### config.mk
export PLATFORM = sky130hd
export DESIGN_NAME = glyph_atlas_shelf_packer
export DESIGN_NICKNAME = d
export VERILOG_FILES = /design/src/sv/gasp_pkg.sv /design/src/sv/gasp_ram.sv /design/src/sv/gasp_scan.sv /design/src/sv/glyph_atlas_shelf_packer.sv
export SDC_FILE = /design/constraint.sdc
export NUM_CORES = 2
export LEC_CHECK = 0
export BUFFER_PORTS_ARGS = -buffer_cell sky130_fd_sc_hd__clkbuf_2
export CELL_PAD_IN_SITES_DETAIL_PLACEMENT = 0
export CELL_PAD_IN_SITES_GLOBAL_PLACEMENT = 2
export CORE_MARGIN = 2
export CORE_UTILIZATION = 45
export DETAILED_ROUTE_END_ITERATION = 10
export GPL_ROUTABILITY_DRIVEN = 0
export PLACE_DENSITY = 0.78
export SLEW_MARGIN = 10
export SYNTH_ARGS = -nofsm -noshare
export SYNTH_HDL_FRONTEND = slang
export SYNTH_SLANG_ARGS = --single-unit
### constraint.sdc
create_clock -name clock -period 8.7 [get_ports clock]
set_clock_uncertainty 0.1 [all_clocks]
set_input_delay 1.74 -clock clock [delete_from_list [all_inputs] [get_ports clock]]
set_output_delay 1.74 -clock clock [all_outputs]
set_load 0.05 [all_outputs]
### src/sv/gasp_pkg.sv
// glyph atlas shelf packer: shared constants, types and status codes
// no dependencies; imported by gasp_scan, the top level and the sim files
`timescale 1ns / 1ps

package gasp_pkg;

   localparam int MAX_SHELVES   = 64;
   localparam int INITIAL_ATLAS = 128;
   localparam int MAX_ATLAS_RST = 4096;

   localparam int SHELF_IDX_W = $clog2(MAX_SHELVES);
   localparam int COUNT_W     = $clog2(MAX_SHELVES + 1);

   localparam int GLYPH_W   = 12;
   localparam int POS_W     = 14;
   localparam int ATLAS_W   = 15;
   localparam int SHELF_H_W = 13;
   localparam int TEN_H_W   = 16;

   // floor(h / 10) as (h * 3277) >> 15, exact for 12-bit h
   localparam int TENTH_MUL   = 3277;
   localparam int TENTH_SHIFT = 15;
   localparam int TENTH_PROD_W = 24;

   localparam logic [GLYPH_W-1:0] FAIL_SIZE = GLYPH_W'(2);

   typedef enum logic [1:0] {
      ST_PLACED     = 2'd0,
      ST_ATLAS_MAX  = 2'd1,
      ST_TABLE_FULL = 2'd2
   } status_type;

   typedef struct packed {
      logic [ATLAS_W-1:0]   top;
      logic [SHELF_H_W-1:0] height;
      logic [ATLAS_W-1:0]   fill;
   } shelf_entry_type;

   localparam int ENTRY_W = $bits(shelf_entry_type);

   typedef struct packed {
      logic                   found;
      logic [SHELF_IDX_W-1:0] idx;
      shelf_entry_type        entry;
   } scan_res_type;

endpackage

### src/sv/gasp_ram.sv
// generic single-write, single-read ram with registered read data
// no dependencies
`timescale 1ns / 1ps

module gasp_ram #(
   parameter int WIDTH = 8,
   parameter int DEPTH = 64
) (
   input  logic                     clock,
   input  logic                     wr_en,
   input  logic [$clog2(DEPTH)-1:0] wr_addr,
   input  logic [WIDTH-1:0]         wr_data,
   input  logic                     rd_en,
   input  logic [$clog2(DEPTH)-1:0] rd_addr,
   output logic [WIDTH-1:0]         rd_data
);

   logic [WIDTH-1:0] mem_ff [DEPTH];
   logic [WIDTH-1:0] rd_data_ff;

   always_ff @(posedge clock) begin
      if (wr_en) begin
         mem_ff[wr_addr] <= wr_data;
      end
   end

   always_ff @(posedge clock) begin
      if (rd_en) begin
         rd_data_ff <= mem_ff[rd_addr];
      end
   end

   assign rd_data = rd_data_ff;

endmodule

### src/sv/gasp_scan.sv
// shelf scan unit: tests each shelf read from the table and keeps the best fit
// depends on gasp_pkg
`timescale 1ns / 1ps

module gasp_scan
   import gasp_pkg::*;
(
   input  logic                   clock,
   input  logic                   reset,
   input  logic                   clear,
   input  logic                   rd_valid,
   input  logic [SHELF_IDX_W-1:0] rd_idx,
   input  shelf_entry_type        rd_entry,
   input  logic [GLYPH_W-1:0]     glyph_w,
   input  logic [GLYPH_W-1:0]     glyph_h,
   input  logic [TEN_H_W-1:0]     ten_h,
   input  logic [ATLAS_W-1:0]     atlas,
   output scan_res_type           result
);

   logic                   found_ff;
   logic [SHELF_IDX_W-1:0] best_idx_ff;
   shelf_entry_type        best_entry_ff;

   logic [TEN_H_W-1:0] seven_sh;
   logic [ATLAS_W:0]   fill_end;
   logic               height_ok;
   logic               room_ok;
   logic               better;
   logic               take;

   always_comb begin
      seven_sh  = (TEN_H_W'(rd_entry.height) << 3) - TEN_H_W'(rd_entry.height);
      fill_end  = {1'b0, rd_entry.fill} + (ATLAS_W + 1)'(glyph_w);
      height_ok = (ten_h >= seven_sh) && (SHELF_H_W'(glyph_h) <= rd_entry.height);
      room_ok   = (rd_entry.fill <= atlas) && (fill_end <= {1'b0, atlas});
      // lowest shelf wins, later row wins ties
      better    = !found_ff || (rd_entry.height <= best_entry_ff.height);
      take      = rd_valid && height_ok && room_ok && better;
   end

   always_ff @(posedge clock) begin
      if (reset) begin
         found_ff <= 1'b0;
      end else if (clear) begin
         found_ff <= 1'b0;
      end else if (take) begin
         found_ff <= 1'b1;
      end
   end

   always_ff @(posedge clock) begin
      if (take) begin
         best_idx_ff   <= rd_idx;
         best_entry_ff <= rd_entry;
      end
   end

   assign result.found = found_ff;
   assign result.idx   = best_idx_ff;
   assign result.entry = best_entry_ff;

endmodule

### src/sv/glyph_atlas_shelf_packer.sv
// glyph atlas shelf packer top level: sequencer, atlas growth, result register
// depends on gasp_pkg, gasp_ram, gasp_scan
`timescale 1ns / 1ps

// channel   direction  handshake              payload
// req_      in         req_valid / req_stall  glyph width, glyph height
// rsp_      out        rsp_valid / rsp_stall  rect x/y/w/h, status, atlas edge
// csr_      in         csr_wr_en              max atlas size
//
// one item at a time; after the accept the one-read-per-cycle table scan reads every
// row below the shelf count, a decide step places the glyph on the chosen shelf, fails
// on a full table or goes on to a grow step that doubles the atlas as needed and opens a new shelf
// the next item is taken the cycle after its result enters the output register
// reset zeroes shelf count and next shelf top, sets the atlas to 128 and the max
// to 4096; the table itself is not cleared, only rows below the count are read
// a waiting result sits in the output register while the next item is scanned

module glyph_atlas_shelf_packer
   import gasp_pkg::*;
(
   input  logic               clock,
   input  logic               reset,
   input  logic               req_valid,
   output logic               req_stall,
   input  logic [GLYPH_W-1:0] req_glyph_width,
   input  logic [GLYPH_W-1:0] req_glyph_height,
   output logic               rsp_valid,
   input  logic               rsp_stall,
   output logic [POS_W-1:0]   rsp_rect_x,
   output logic [POS_W-1:0]   rsp_rect_y,
   output logic [GLYPH_W-1:0] rsp_rect_w,
   output logic [GLYPH_W-1:0] rsp_rect_h,
   output logic [1:0]         rsp_status,
   output logic [ATLAS_W-1:0] rsp_atlas_edge,
   input  logic               csr_wr_en,
   input  logic [ATLAS_W-1:0] csr_wr_data
);

   typedef enum logic [4:0] {
      S_IDLE   = 5'b00001,
      S_SCAN   = 5'b00010,
      S_DECIDE = 5'b00100,
      S_GROW   = 5'b01000,
      S_DONE   = 5'b10000
   } state_type;

   // control state
   state_type          state_ff, state_in;
   logic [COUNT_W-1:0] count_ff, count_in;
   logic [ATLAS_W-1:0] next_top_ff, next_top_in;
   logic [ATLAS_W-1:0] atlas_ff, atlas_in;
   logic [ATLAS_W-1:0] max_atlas_ff, max_atlas_in;
   logic [COUNT_W-1:0] scan_idx_ff, scan_idx_in;
   logic               rd_valid_ff, rd_valid_in;
   logic [SHELF_IDX_W-1:0] rd_idx_ff, rd_idx_in;
   logic               rsp_valid_ff, rsp_valid_in;

   // per-item operands
   logic [GLYPH_W-1:0]   w_ff, w_in;
   logic [GLYPH_W-1:0]   h_ff, h_in;
   logic [SHELF_H_W-1:0] rh_ff, rh_in;
   logic [TEN_H_W-1:0]   ten_h_ff, ten_h_in;

   // finished result, waiting for the output register
   logic [POS_W-1:0]   res_x_ff, res_x_in;
   logic [POS_W-1:0]   res_y_ff, res_y_in;
   logic [GLYPH_W-1:0] res_w_ff, res_w_in;
   logic [GLYPH_W-1:0] res_h_ff, res_h_in;
   logic [1:0]         res_status_ff, res_status_in;

   // output register
   logic [POS_W-1:0]   rsp_x_ff, rsp_x_in;
   logic [POS_W-1:0]   rsp_y_ff, rsp_y_in;
   logic [GLYPH_W-1:0] rsp_w_ff, rsp_w_in;
   logic [GLYPH_W-1:0] rsp_h_ff, rsp_h_in;
   logic [1:0]         rsp_status_ff, rsp_status_in;
   logic [ATLAS_W-1:0] rsp_edge_ff, rsp_edge_in;

   // table ram ports
   logic                   ram_wr_en;
   logic [SHELF_IDX_W-1:0] ram_wr_addr;
   shelf_entry_type        ram_wr_entry;
   logic                   ram_rd_en;
   logic [ENTRY_W-1:0]     ram_rd_data;
   shelf_entry_type        rd_entry;

   scan_res_type           scan_res;

   logic                    accept;
   logic [TENTH_PROD_W-1:0] tenth_prod;
   logic [ATLAS_W:0]        new_bottom;
   logic [ATLAS_W:0]        doubled;
   logic                    need_grow;
   logic [ATLAS_W:0]        best_fill_end;
   logic                    out_free;

   assign req_stall = (state_ff != S_IDLE);
   assign accept    = req_valid && !req_stall;
   assign rd_entry  = shelf_entry_type'(ram_rd_data);
   assign out_free  = !rsp_valid_ff || !rsp_stall;

   gasp_ram #(
      .WIDTH (ENTRY_W),
      .DEPTH (MAX_SHELVES)
   ) u_table (
      .clock   (clock),
      .wr_en   (ram_wr_en),
      .wr_addr (ram_wr_addr),
      .wr_data (ram_wr_entry),
      .rd_en   (ram_rd_en),
      .rd_addr (scan_idx_ff[SHELF_IDX_W-1:0]),
      .rd_data (ram_rd_data)
   );

   gasp_scan u_scan (
      .clock    (clock),
      .reset    (reset),
      .clear    (accept),
      .rd_valid (rd_valid_ff),
      .rd_idx   (rd_idx_ff),
      .rd_entry (rd_entry),
      .glyph_w  (w_ff),
      .glyph_h  (h_ff),
      .ten_h    (ten_h_ff),
      .atlas    (atlas_ff),
      .result   (scan_res)
   );

   always_comb begin
      // new shelf height h + floor(h/10), tenth by reciprocal multiply
      tenth_prod = TENTH_PROD_W'(req_glyph_height) * TENTH_PROD_W'(TENTH_MUL);
      new_bottom = {1'b0, next_top_ff} + (ATLAS_W + 1)'(rh_ff);
      doubled    = {atlas_ff, 1'b0};
      need_grow  = (new_bottom >= {1'b0, atlas_ff}) || (ATLAS_W'(w_ff) >= atlas_ff);
      best_fill_end = {1'b0, scan_res.entry.fill} + (ATLAS_W + 1)'(w_ff);
   end

   always_comb begin
      state_in      = state_ff;
      count_in      = count_ff;
      next_top_in   = next_top_ff;
      atlas_in      = atlas_ff;
      max_atlas_in  = max_atlas_ff;
      scan_idx_in   = scan_idx_ff;
      rd_valid_in   = 1'b0;
      rd_idx_in     = scan_idx_ff[SHELF_IDX_W-1:0];
      w_in          = w_ff;
      h_in          = h_ff;
      rh_in         = rh_ff;
      ten_h_in      = ten_h_ff;
      res_x_in      = res_x_ff;
      res_y_in      = res_y_ff;
      res_w_in      = res_w_ff;
      res_h_in      = res_h_ff;
      res_status_in = res_status_ff;
      rsp_valid_in  = rsp_valid_ff && rsp_stall;
      rsp_x_in      = rsp_x_ff;
      rsp_y_in      = rsp_y_ff;
      rsp_w_in      = rsp_w_ff;
      rsp_h_in      = rsp_h_ff;
      rsp_status_in = rsp_status_ff;
      rsp_edge_in   = rsp_edge_ff;
      ram_wr_en     = 1'b0;
      ram_wr_addr   = scan_res.idx;
      ram_wr_entry  = scan_res.entry;
      ram_rd_en     = 1'b0;

      // the user must write this register only while idle; the block itself does not enforce it
      if (csr_wr_en) begin
         max_atlas_in = csr_wr_data;
      end

      unique case (state_ff)
         S_IDLE: begin
            if (accept) begin
               w_in        = req_glyph_width;
               h_in        = req_glyph_height;
               rh_in       = SHELF_H_W'(req_glyph_height)
                           + SHELF_H_W'(tenth_prod >> TENTH_SHIFT);
               ten_h_in    = (TEN_H_W'(req_glyph_height) << 3)
                           + (TEN_H_W'(req_glyph_height) << 1);
               scan_idx_in = '0;
               state_in    = S_SCAN;
            end
         end
         S_SCAN: begin
            // one row read per cycle, tested the cycle after
            if (scan_idx_ff < count_ff) begin
               ram_rd_en   = 1'b1;
               rd_valid_in = 1'b1;
               scan_idx_in = scan_idx_ff + COUNT_W'(1);
            end else if (!rd_valid_ff) begin
               state_in = S_DECIDE;
            end
         end
         S_DECIDE: begin
            if (scan_res.found) begin
               // place on the chosen shelf and advance its fill
               ram_wr_en         = 1'b1;
               ram_wr_addr       = scan_res.idx;
               ram_wr_entry      = scan_res.entry;
               ram_wr_entry.fill = best_fill_end[ATLAS_W-1:0];
               res_x_in          = scan_res.entry.fill[POS_W-1:0];
               res_y_in          = scan_res.entry.top[POS_W-1:0];
               res_w_in          = w_ff;
               res_h_in          = h_ff;
               res_status_in     = ST_PLACED;
               state_in          = S_DONE;
            end else if (count_ff == COUNT_W'(MAX_SHELVES)) begin
               res_x_in      = '0;
               res_y_in      = '0;
               res_w_in      = FAIL_SIZE;
               res_h_in      = FAIL_SIZE;
               res_status_in = ST_TABLE_FULL;
               state_in      = S_DONE;
            end else begin
               state_in = S_GROW;
            end
         end
         S_GROW: begin
            if (need_grow) begin
               // one doubling per cycle; doublings already done are kept on failure
               if (doubled <= {1'b0, max_atlas_ff}) begin
                  atlas_in = doubled[ATLAS_W-1:0];
               end else begin
                  res_x_in      = '0;
                  res_y_in      = '0;
                  res_w_in      = FAIL_SIZE;
                  res_h_in      = FAIL_SIZE;
                  res_status_in = ST_ATLAS_MAX;
                  state_in      = S_DONE;
               end
            end else begin
               // open a new shelf at the next free top, glyph at its left edge
               ram_wr_en           = 1'b1;
               ram_wr_addr         = count_ff[SHELF_IDX_W-1:0];
               ram_wr_entry.top    = next_top_ff;
               ram_wr_entry.height = rh_ff;
               ram_wr_entry.fill   = ATLAS_W'(w_ff);
               count_in            = count_ff + COUNT_W'(1);
               next_top_in         = new_bottom[ATLAS_W-1:0];
               res_x_in            = '0;
               res_y_in            = next_top_ff[POS_W-1:0];
               res_w_in            = w_ff;
               res_h_in            = h_ff;
               res_status_in       = ST_PLACED;
               state_in            = S_DONE;
            end
         end
         S_DONE: begin
            if (out_free) begin
               rsp_valid_in  = 1'b1;
               rsp_x_in      = res_x_ff;
               rsp_y_in      = res_y_ff;
               rsp_w_in      = res_w_ff;
               rsp_h_in      = res_h_ff;
               rsp_status_in = res_status_ff;
               rsp_edge_in   = atlas_ff;
               state_in      = S_IDLE;
            end
         end
         default: begin
            state_in = S_IDLE;
         end
      endcase
   end

   always_ff @(posedge clock) begin
      if (reset) begin
         state_ff     <= S_IDLE;
         count_ff     <= '0;
         next_top_ff  <= '0;
         atlas_ff     <= ATLAS_W'(INITIAL_ATLAS);
         max_atlas_ff <= ATLAS_W'(MAX_ATLAS_RST);
         scan_idx_ff  <= '0;
         rd_valid_ff  <= 1'b0;
         rsp_valid_ff <= 1'b0;
      end else begin
         state_ff     <= state_in;
         count_ff     <= count_in;
         next_top_ff  <= next_top_in;
         atlas_ff     <= atlas_in;
         max_atlas_ff <= max_atlas_in;
         scan_idx_ff  <= scan_idx_in;
         rd_valid_ff  <= rd_valid_in;
         rsp_valid_ff <= rsp_valid_in;
      end
   end

   always_ff @(posedge clock) begin
      rd_idx_ff     <= rd_idx_in;
      w_ff          <= w_in;
      h_ff          <= h_in;
      rh_ff         <= rh_in;
      ten_h_ff      <= ten_h_in;
      res_x_ff      <= res_x_in;
      res_y_ff      <= res_y_in;
      res_w_ff      <= res_w_in;
      res_h_ff      <= res_h_in;
      res_status_ff <= res_status_in;
      rsp_x_ff      <= rsp_x_in;
      rsp_y_ff      <= rsp_y_in;
      rsp_w_ff      <= rsp_w_in;
      rsp_h_ff      <= rsp_h_in;
      rsp_status_ff <= rsp_status_in;
      rsp_edge_ff   <= rsp_edge_in;
   end

   assign rsp_valid      = rsp_valid_ff;
   assign rsp_rect_x     = rsp_x_ff;
   assign rsp_rect_y     = rsp_y_ff;
   assign rsp_rect_w     = rsp_w_ff;
   assign rsp_rect_h     = rsp_h_ff;
   assign rsp_status     = rsp_status_ff;
   assign rsp_atlas_edge = rsp_edge_ff;

   // the atlas only ever grows between resets
   a_atlas_monotone: assert property (@(posedge clock) disable iff (reset)
      1'b1 |=> (atlas_ff >= $past(atlas_ff)))
      else $error("atlas edge shrank");

   // at most one shelf is opened per cycle, and never past the table size
   a_count_step: assert property (@(posedge clock) disable iff (reset)
      1'b1 |=> ((count_ff == $past(count_ff))
             || ((count_ff == $past(count_ff) + COUNT_W'(1))
                 && (count_ff <= COUNT_W'(MAX_SHELVES)))))
      else $error("shelf count stepped wrongly");

   // a table write never overlaps a scan read
   a_no_rw_overlap: assert property (@(posedge clock) disable iff (reset)
      !(ram_wr_en && (ram_rd_en || rd_valid_ff)))
      else $error("table write during scan");

   // the input side is closed whenever an item is in flight
   a_stall_busy: assert property (@(posedge clock) disable iff (reset)
      (rd_valid_ff || ram_wr_en) |-> req_stall)
      else $error("input open while busy");

endmodule

# Word level (Yosys, flattened, before mapping)
# Memories as Yosys holds them, arrays and structs flattened. A register that Yosys moved wholly into a read port is not among the register bits.
# Cells that the tools add are included.
# word_totals
rom_bits	0
input_bits	44
regBits	284
latch_bits	0
word_cells	134
ram_bits	2752
memories	1
# op_classes
div_mod_pow	0
eq_ne	14
n_mux	47
n_lt_le_gt_ge	9
bitwise_logic	1
shift	0
multipliers	1
addsub	8
n_reduce_logical	24
# memory_table
memory	depth	width	read_ports	rd_clocked_by_memory_dff	write_ports	line	rtl
u_table.mem_ff	64	43	1	1	1	gasp_ram.sv:18	logic [WIDTH-1:0] mem_ff [DEPTH];
# ops
cell	count
case mux 43 bit (2 select lines)	1
two-way mux 14 bit	6
two-way mux 12 bit	6
case mux 14 bit (2 select lines)	2
case mux 12 bit (2 select lines)	2
two-way mux 43 bit	1
two-way mux 5 bit	8
adder 15 x 13 -> 16 bit	2
less-or-equal comparator 16 x 15 -> 1 bit	2
case mux 5 bit (5 select lines)	1
multiplier 12 x 12 -> 24 bit (second input constant)	1
adder 15 x 12 -> 16 bit	1
greater-or-equal comparator 16 x 15 -> 1 bit	1
greater-or-equal comparator 16 bit	1
subtractor 16 x 13 -> 16 bit	1
adder 15 x 12 -> 15 bit	1
greater-or-equal comparator 12 x 15 -> 1 bit	1
less-or-equal comparator 15 bit	1
two-way mux 15 bit	1
adder 7 x 1 -> 7 bit (second input constant)	2
two-way mux 7 bit	2
case mux 7 bit (2 select lines)	1
adder 12 x 9 -> 13 bit	1
less-or-equal comparator 12 x 13 -> 1 bit	1
26 further kinds	57

# Depth between registers and ports, before layout
# logic_depth
word_depth	7
ltp_mapped	26

# Cells and area by module
# A second synthesis with hierarchy kept.
# unflattened
cells_unflattened	6099
area_unflattened_um2	124130.3
# by_module_without_submodules
mod	seq_area_each_um2	area_each_um2	n_inst	cells_each
gasp_ram	83930.5	105817.7	1	4444
glyph_atlas_shelf_packer	6286.0	13872.1	1	1213
gasp_scan	1491.4	4440.5	1	442

# Worst setup path before layout
# Ideal clock, no wire load.
# synth_timing
kind	register to register
from	register next_top_ff[0]
to	memory u_table.mem_ff[37][0] in the netlist's numbering (enable)
path_slack_ps	1458
path_buffers	1
setup_time_ps	500
required_time_ps	8100
path_stages_with_launch	21
arrival_time_ps	6642
cell_sequence	dfxtp_1 ha_1 inv_1 fa_1 nand2b_1 a21oi_1 o31ai_4 a21o_1 nand2_1 o211ai_1 xnor2_1 ha_1 nand3_1 or2_2 o21bai_1 o2111ai_1 a41o_1 nor3_2 buf_2 nand3_1 o21ai_0
# synth_between
elab_chain_cells	7
word_cells_on_any_way	9
classes_between	1 x add/sub; 1 x order compare; 6 x mux; 1 x reduce/logical
# synth_rtl
element	line	rtl
start: declaration	glyph_atlas_shelf_packer.sv:50	logic [ATLAS_W-1:0] next_top_ff, next_top_in;
start signal: assignment	glyph_atlas_shelf_packer.sv:281	next_top_ff <= next_top_in;
adder 15 x 13 -> 16 bit *	glyph_atlas_shelf_packer.sv:132	new_bottom = {1'b0, next_top_ff} + (ATLAS_W + 1)'(rh_ff);
net new_bottom[14]	glyph_atlas_shelf_packer.sv:91	logic [ATLAS_W:0] new_bottom;
greater-or-equal comparator 16 x 15 -> 1 bit *	glyph_atlas_shelf_packer.sv:134	need_grow = (new_bottom >= {1'b0, atlas_ff}) || (ATLAS_W'(w_ff) >= atlas_ff);
logical OR 1 bit *	glyph_atlas_shelf_packer.sv:134	
two-way mux 1 bit	glyph_atlas_shelf_packer.sv:221	if (need_grow) begin
case mux 1 bit (2 select lines)	glyph_atlas_shelf_packer.sv:173	unique case (state_ff)
two-way mux 1 bit	gasp_ram.sv:22	if (wr_en) begin
two-way mux 1 bit (not written as such)	gasp_ram.sv:23	mem_ff[wr_addr] <= wr_data;
end: declaration	gasp_ram.sv:18	
# Mark *: on every way through the listed nets, which the timed path passes. The rest lies on a longest branch.

# Final worst setup path
# layout_timing
from	input port req_glyph_height[7]
to	register rh_ff[12] (data pin)
# layout_between
elab_chain_cells	2
# layout_rtl
element	line	rtl
start: declaration	glyph_atlas_shelf_packer.sv:26	input logic [GLYPH_W-1:0] req_glyph_height,
multiplier 12 x 12 -> 24 bit	glyph_atlas_shelf_packer.sv:131	tenth_prod = TENTH_PROD_W'(req_glyph_height) * TENTH_PROD_W'(TENTH_MUL);
adder 12 x 9 -> 13 bit *	glyph_atlas_shelf_packer.sv:179	+ SHELF_H_W'(tenth_prod >> TENTH_SHIFT);
end signal: assignment	glyph_atlas_shelf_packer.sv:294	rh_ff <= rh_in;
end: declaration	glyph_atlas_shelf_packer.sv:61	logic [SHELF_H_W-1:0] rh_ff, rh_in;
# Mark *: on every way between the ends. The rest lies on a longest branch, timed or not.
# A chain may end at the register's enable or synchronous reset.

==> flow_summary.rst <==
.. list-table::
   :header-rows: 1

   * - Metric
     - Value
   * - Number of different library cells in the post-synthesis netlist
     - 74
   * - Busiest metal layer after global routing
     - met2
   * - Pin slew with the least headroom to its limit
     - 1.27 ns
   * - Post-synthesis area per instance
     - 21.7 µm²
   * - Status
     - complete, no violations
   * - Number of setup violations in the final report
     - 0
   * - Total number of placement rows
     - 190
   * - Endpoint, Worst Hold
     - rsp_rect_w[9]
   * - Most instantiated library cell after synthesis
     - edfxtp_1
   * - Count of buffers added by post-CTS timing repair for setup
     - 0
   * - Global routing usage on met3
     - 4.60%
   * - Max capacitance violation total
     - 0
   * - Reg2reg setup slack
     - 1.69 ns
   * - Clock edge transition at the registers on the reported setup and hold paths
     - 0.06 ns
   * - Wire length of the first global-routing pass
     - 447000 µm
   * - Pin count of the biggest net entering global routing
     - 142
   * - Routed vias
     - 59.3k
   * - Master cell of the clock root buffer
     - clkbuf_16
   * - Number of global-route vias before repair
     - 59.2k
   * - Maximum clock rate
     - 0.138 GHz
   * - Post-DP Area
     - 128000 µm²
   * - Post-synthesis async set-or-reset flop share
     - 0%
   * - GR Layer Usage met1
     - 32.4%
   * - WHS Path Cells
     - 0
   * - Die Area
     - 273000 µm²
   * - Top cell type's share of synthesized area
     - 73.2%
   * - Predominant post-synthesis flop cell
     - edfxtp_1
   * - Crit path arrival time
     - 7.70 ns
   * - Clock tree from TritonCTS
     - yes
   * - Endpoint of the worst-slack reg-to-reg timing path
     - u_table.mem_ff[60][13]
   * - Pleak
     - 0.0387 µW
   * - Element type at the critical path start
     - input pin
   * - Detailed Route WL
     - 314000 µm
   * - DR pass1 iterations
     - 7
   * - Maximum vdd ir drop
     - 0.161 mV
   * - Detail-routed net length per standard cell
     - 32.3 µm
   * - Final hold violations
     - 0
   * - Bufs on Longest Clock Path
     - 4
   * - Data required, critical path
     - 9.18 ns
   * - Leading area contributor after synthesis
     - edfxtp_1
   * - Endpoint class of the critical path
     - flop
   * - Met2 GRT Util
     - 36.9%
   * - Power per standard cell area
     - 219 nW/µm²
   * - Synth-to-layout area growth
     - 13.8%
   * - Share of layout cells above drive strength 1
     - 28.1%
   * - Grt ovf
     - 0
   * - Hold Startpoint
     - res_w_ff[9]
   * - Post-Synthesis Cells
     - 5554
   * - Relative slew slack
     - 15.2%
   * - Largest cells by area after synthesis
     - edfxtp_1, mux4_2, ha_1
   * - Overall routing resource usage
     - 23.0%
   * - Number of flops mapped to enable cells by yosys
     - 2944
   * - Cell depth of the worst flop-to-flop path
     - 20
   * - First DRT Iteration DRCs
     - 7557
   * - Tightest Hold Check Type
     - reg -> reg
   * - DRC viols
     - 0
   * - Portion of the post-synthesis area used by sequential elements
     - 74.3%
   * - Part of the cycle the worst path needs
     - 83.0%
   * - Post-DP HPWL
     - 182000 µm
   * - Source of the worst register-to-register timing path
     - next_top_ff[0]
   * - Final critical-path required period
     - 7.22 ns
   * - H-tree depth
     - 5
   * - Number of primary I/O pins
     - 115
   * - Total Negative Setup Slacks
     - 0 ns
   * - Initial cell density of the core
     - 45.2%
   * - Total core area
     - 267000 µm²
   * - Number of hold buffers added after CTS
     - 0
   * - Antenna-violating nets left
     - 0
   * - Net total in the final layout
     - 6240
   * - Chip Height
     - 522 µm
   * - Netlist Area Pre-Place
     - 121000 µm²
   * - IO Port Bufs
     - 107
   * - Maximum fanout along the worst path
     - 9
   * - Post_cts resized
     - 0
   * - Final Cell Area
     - 137000 µm²
   * - CTS Buf Count
     - 309
   * - CTS Sinks
     - 3010
   * - Vias per inst
     - 6.10
   * - Setup repair after global routing missed its margin
     - no
   * - Insertion delay of the later-clocked pin in the worst-skew pair
     - 0.88 ns
   * - List of most frequent post-synthesis cells
     - edfxtp_1, mux4_2, ha_1
   * - Chip Width
     - 522 µm
   * - Synth warn
     - 0
   * - Initial antenna violation count
     - 9
   * - Max-slew violation total from the final report
     - 0
   * - FF+latch count, synth
     - 3010
   * - Critical path class
     - in -> reg
## layout by cell type, fill, tap and decap left out, types with 8 or more instances in the layout
cell type / n
o211ai_1: 16
clkinvlp_4: 12
o21ai_4: 19
nor2b_1: 14
buf_4: 165
nor3_1: 31
and3_1: 17
nand2_1: 164
and2_1: 30
or2_2: 10
o2111ai_1: 8
clkbuf_16: 318
nand3_1: 34
a31oi_1: 15
xnor2_1: 37
o21a_1: 12
a21oi_1: 85
inv_1: 158
clkinv_1: 62
a21o_1: 21
mux4_2: 882
bufinv_16: 27
edfxtp_1: 2944
mux2i_1: 22
clkbuf_1: 65
clkinv_2: 48
xor2_1: 34
nand2b_1: 19
clkbuf_2: 107
o21ai_0: 56
ha_1: 229
fa_1: 47
a21oi_4: 12
o22ai_4: 46
nand4_1: 21
dfxtp_1: 60
nor2_1: 113
buf_12: 29
## per-layer routing
metal	up-vias	share of wire (%)
met5	-	0.011
met4	4	2.8
met3	510	9.0
met2	2881	48
met1	31800	40
li1	24000	-
## layout make-up
class / count / area (µm²)
diodes: 4 / 10.0
inverters: 158 / 593
clock inverters: 167 / 1620
well taps: 3552 / 4440
multi-input cells: 2140 / 30500
flip-flops and latches: 3010 / 89700
clock buffers: 383 / 8200
repair buffers: 301 / 2350
fillers: 20600 / 130000
## flip-flops by register name, summed over array words and instances, names as in the netlist, 7 cells and up
| name | count |
|---|---|
| res_w_ff | 12 |
| count_ff | 7 |
| rsp_atlas_edge | 8 |
| rh_ff | 13 |
| rsp_rect_h | 12 |
| res_h_ff | 12 |
| rsp_rect_w | 12 |
| next_top_ff | 15 |
| u_table.rd_data | 42 |
| rsp_rect_y | 14 |
| w_ff | 12 |
| u_scan.result | 42 |
| h_ff | 12 |
| u_table.mem_ff | 2688 |
| atlas_ff | 8 |
| rsp_rect_x | 14 |
| res_x_ff | 14 |
| max_atlas_ff | 15 |
| ten_h_ff | 13 |
| scan_idx_ff | 7 |
| res_y_ff | 14 |
## worst max-delay path, cell delays in order
cell	delay, ns
clkbuf_2	0.24
ha_1	0.39
inv_1	0.07
fa_1	0.53
inv_1	0.05
fa_1	0.48
fa_1	0.51
inv_1	0.05
fa_1	0.48
inv_1	0.04
ha_1	0.25
o21ai_0	0.18
nand2b_1	0.10
a21oi_1	0.15
a41oi_1	0.10
a21oi_1	0.40
xnor2_1	0.19
ha_1	0.29
nor2b_1	0.14
o21ai_0	0.18
a21boi_0	0.14
o21ai_0	0.24
a21boi_0	0.20
o2111ai_1	0.21
nand3_1	0.14
and2_1	0.18
## report_power, final
group	internal, µW	switching, µW
registers	15800	61.5
logic	535	716
clock network	7510	5470
total	23800	6250
## kinds of logic after synthesis
logic type	after synthesis	synth area share, %
flops	3010	74.3
simple gates	500	1.98
mux	905	16.6
buf+inv	410	1.38
other cells	1	0.00311
fa+ha+maj	276	3.15
compound gates	381	2.04
xor+xnor	71	0.515
## how the worst max path moves through the flow
stage | startpoint | endpoint | slack (ns) | depth (start not counted)
6_report | req_glyph_height[7] | rh_ff[12] | 1.48 | 26
5_1_grt | req_glyph_height[7] | rh_ff[10] | 1.14 | 27
4_1_cts | req_glyph_height[7] | rh_ff[12] | 1.54 | 26
3_5_place_dp | req_glyph_height[7] | rh_ff[12] | 0.67 | 26
3_3_place_gp | req_glyph_height[7] | rh_ff[12] | 0.52 | 27
2_1_floorplan | next_top_ff[0] | u_table.mem_ff[37][0] | 1.46 | 20
## metrics by stage
step | cells | worst slack [ns] | total power (µW) | utilization, % | hold slack, ns
global placement | 9161 | 0.517 | 17400 | 47.7 | 0.287
floorplan | 5560 | 1.46 | 17000 | - | 0.253
detailed placement | 9161 | 0.670 | 17400 | 47.7 | 0.289
CTS | 9711 | 1.54 | 30300 | 51.4 | 0.291
finish | 9715 | 1.48 | 30100 | 51.4 | 0.291
global route | 9712 | 1.14 | 31000 | 51.4 | 0.306
No activity file was read; power rests on OpenSTA's default activity.
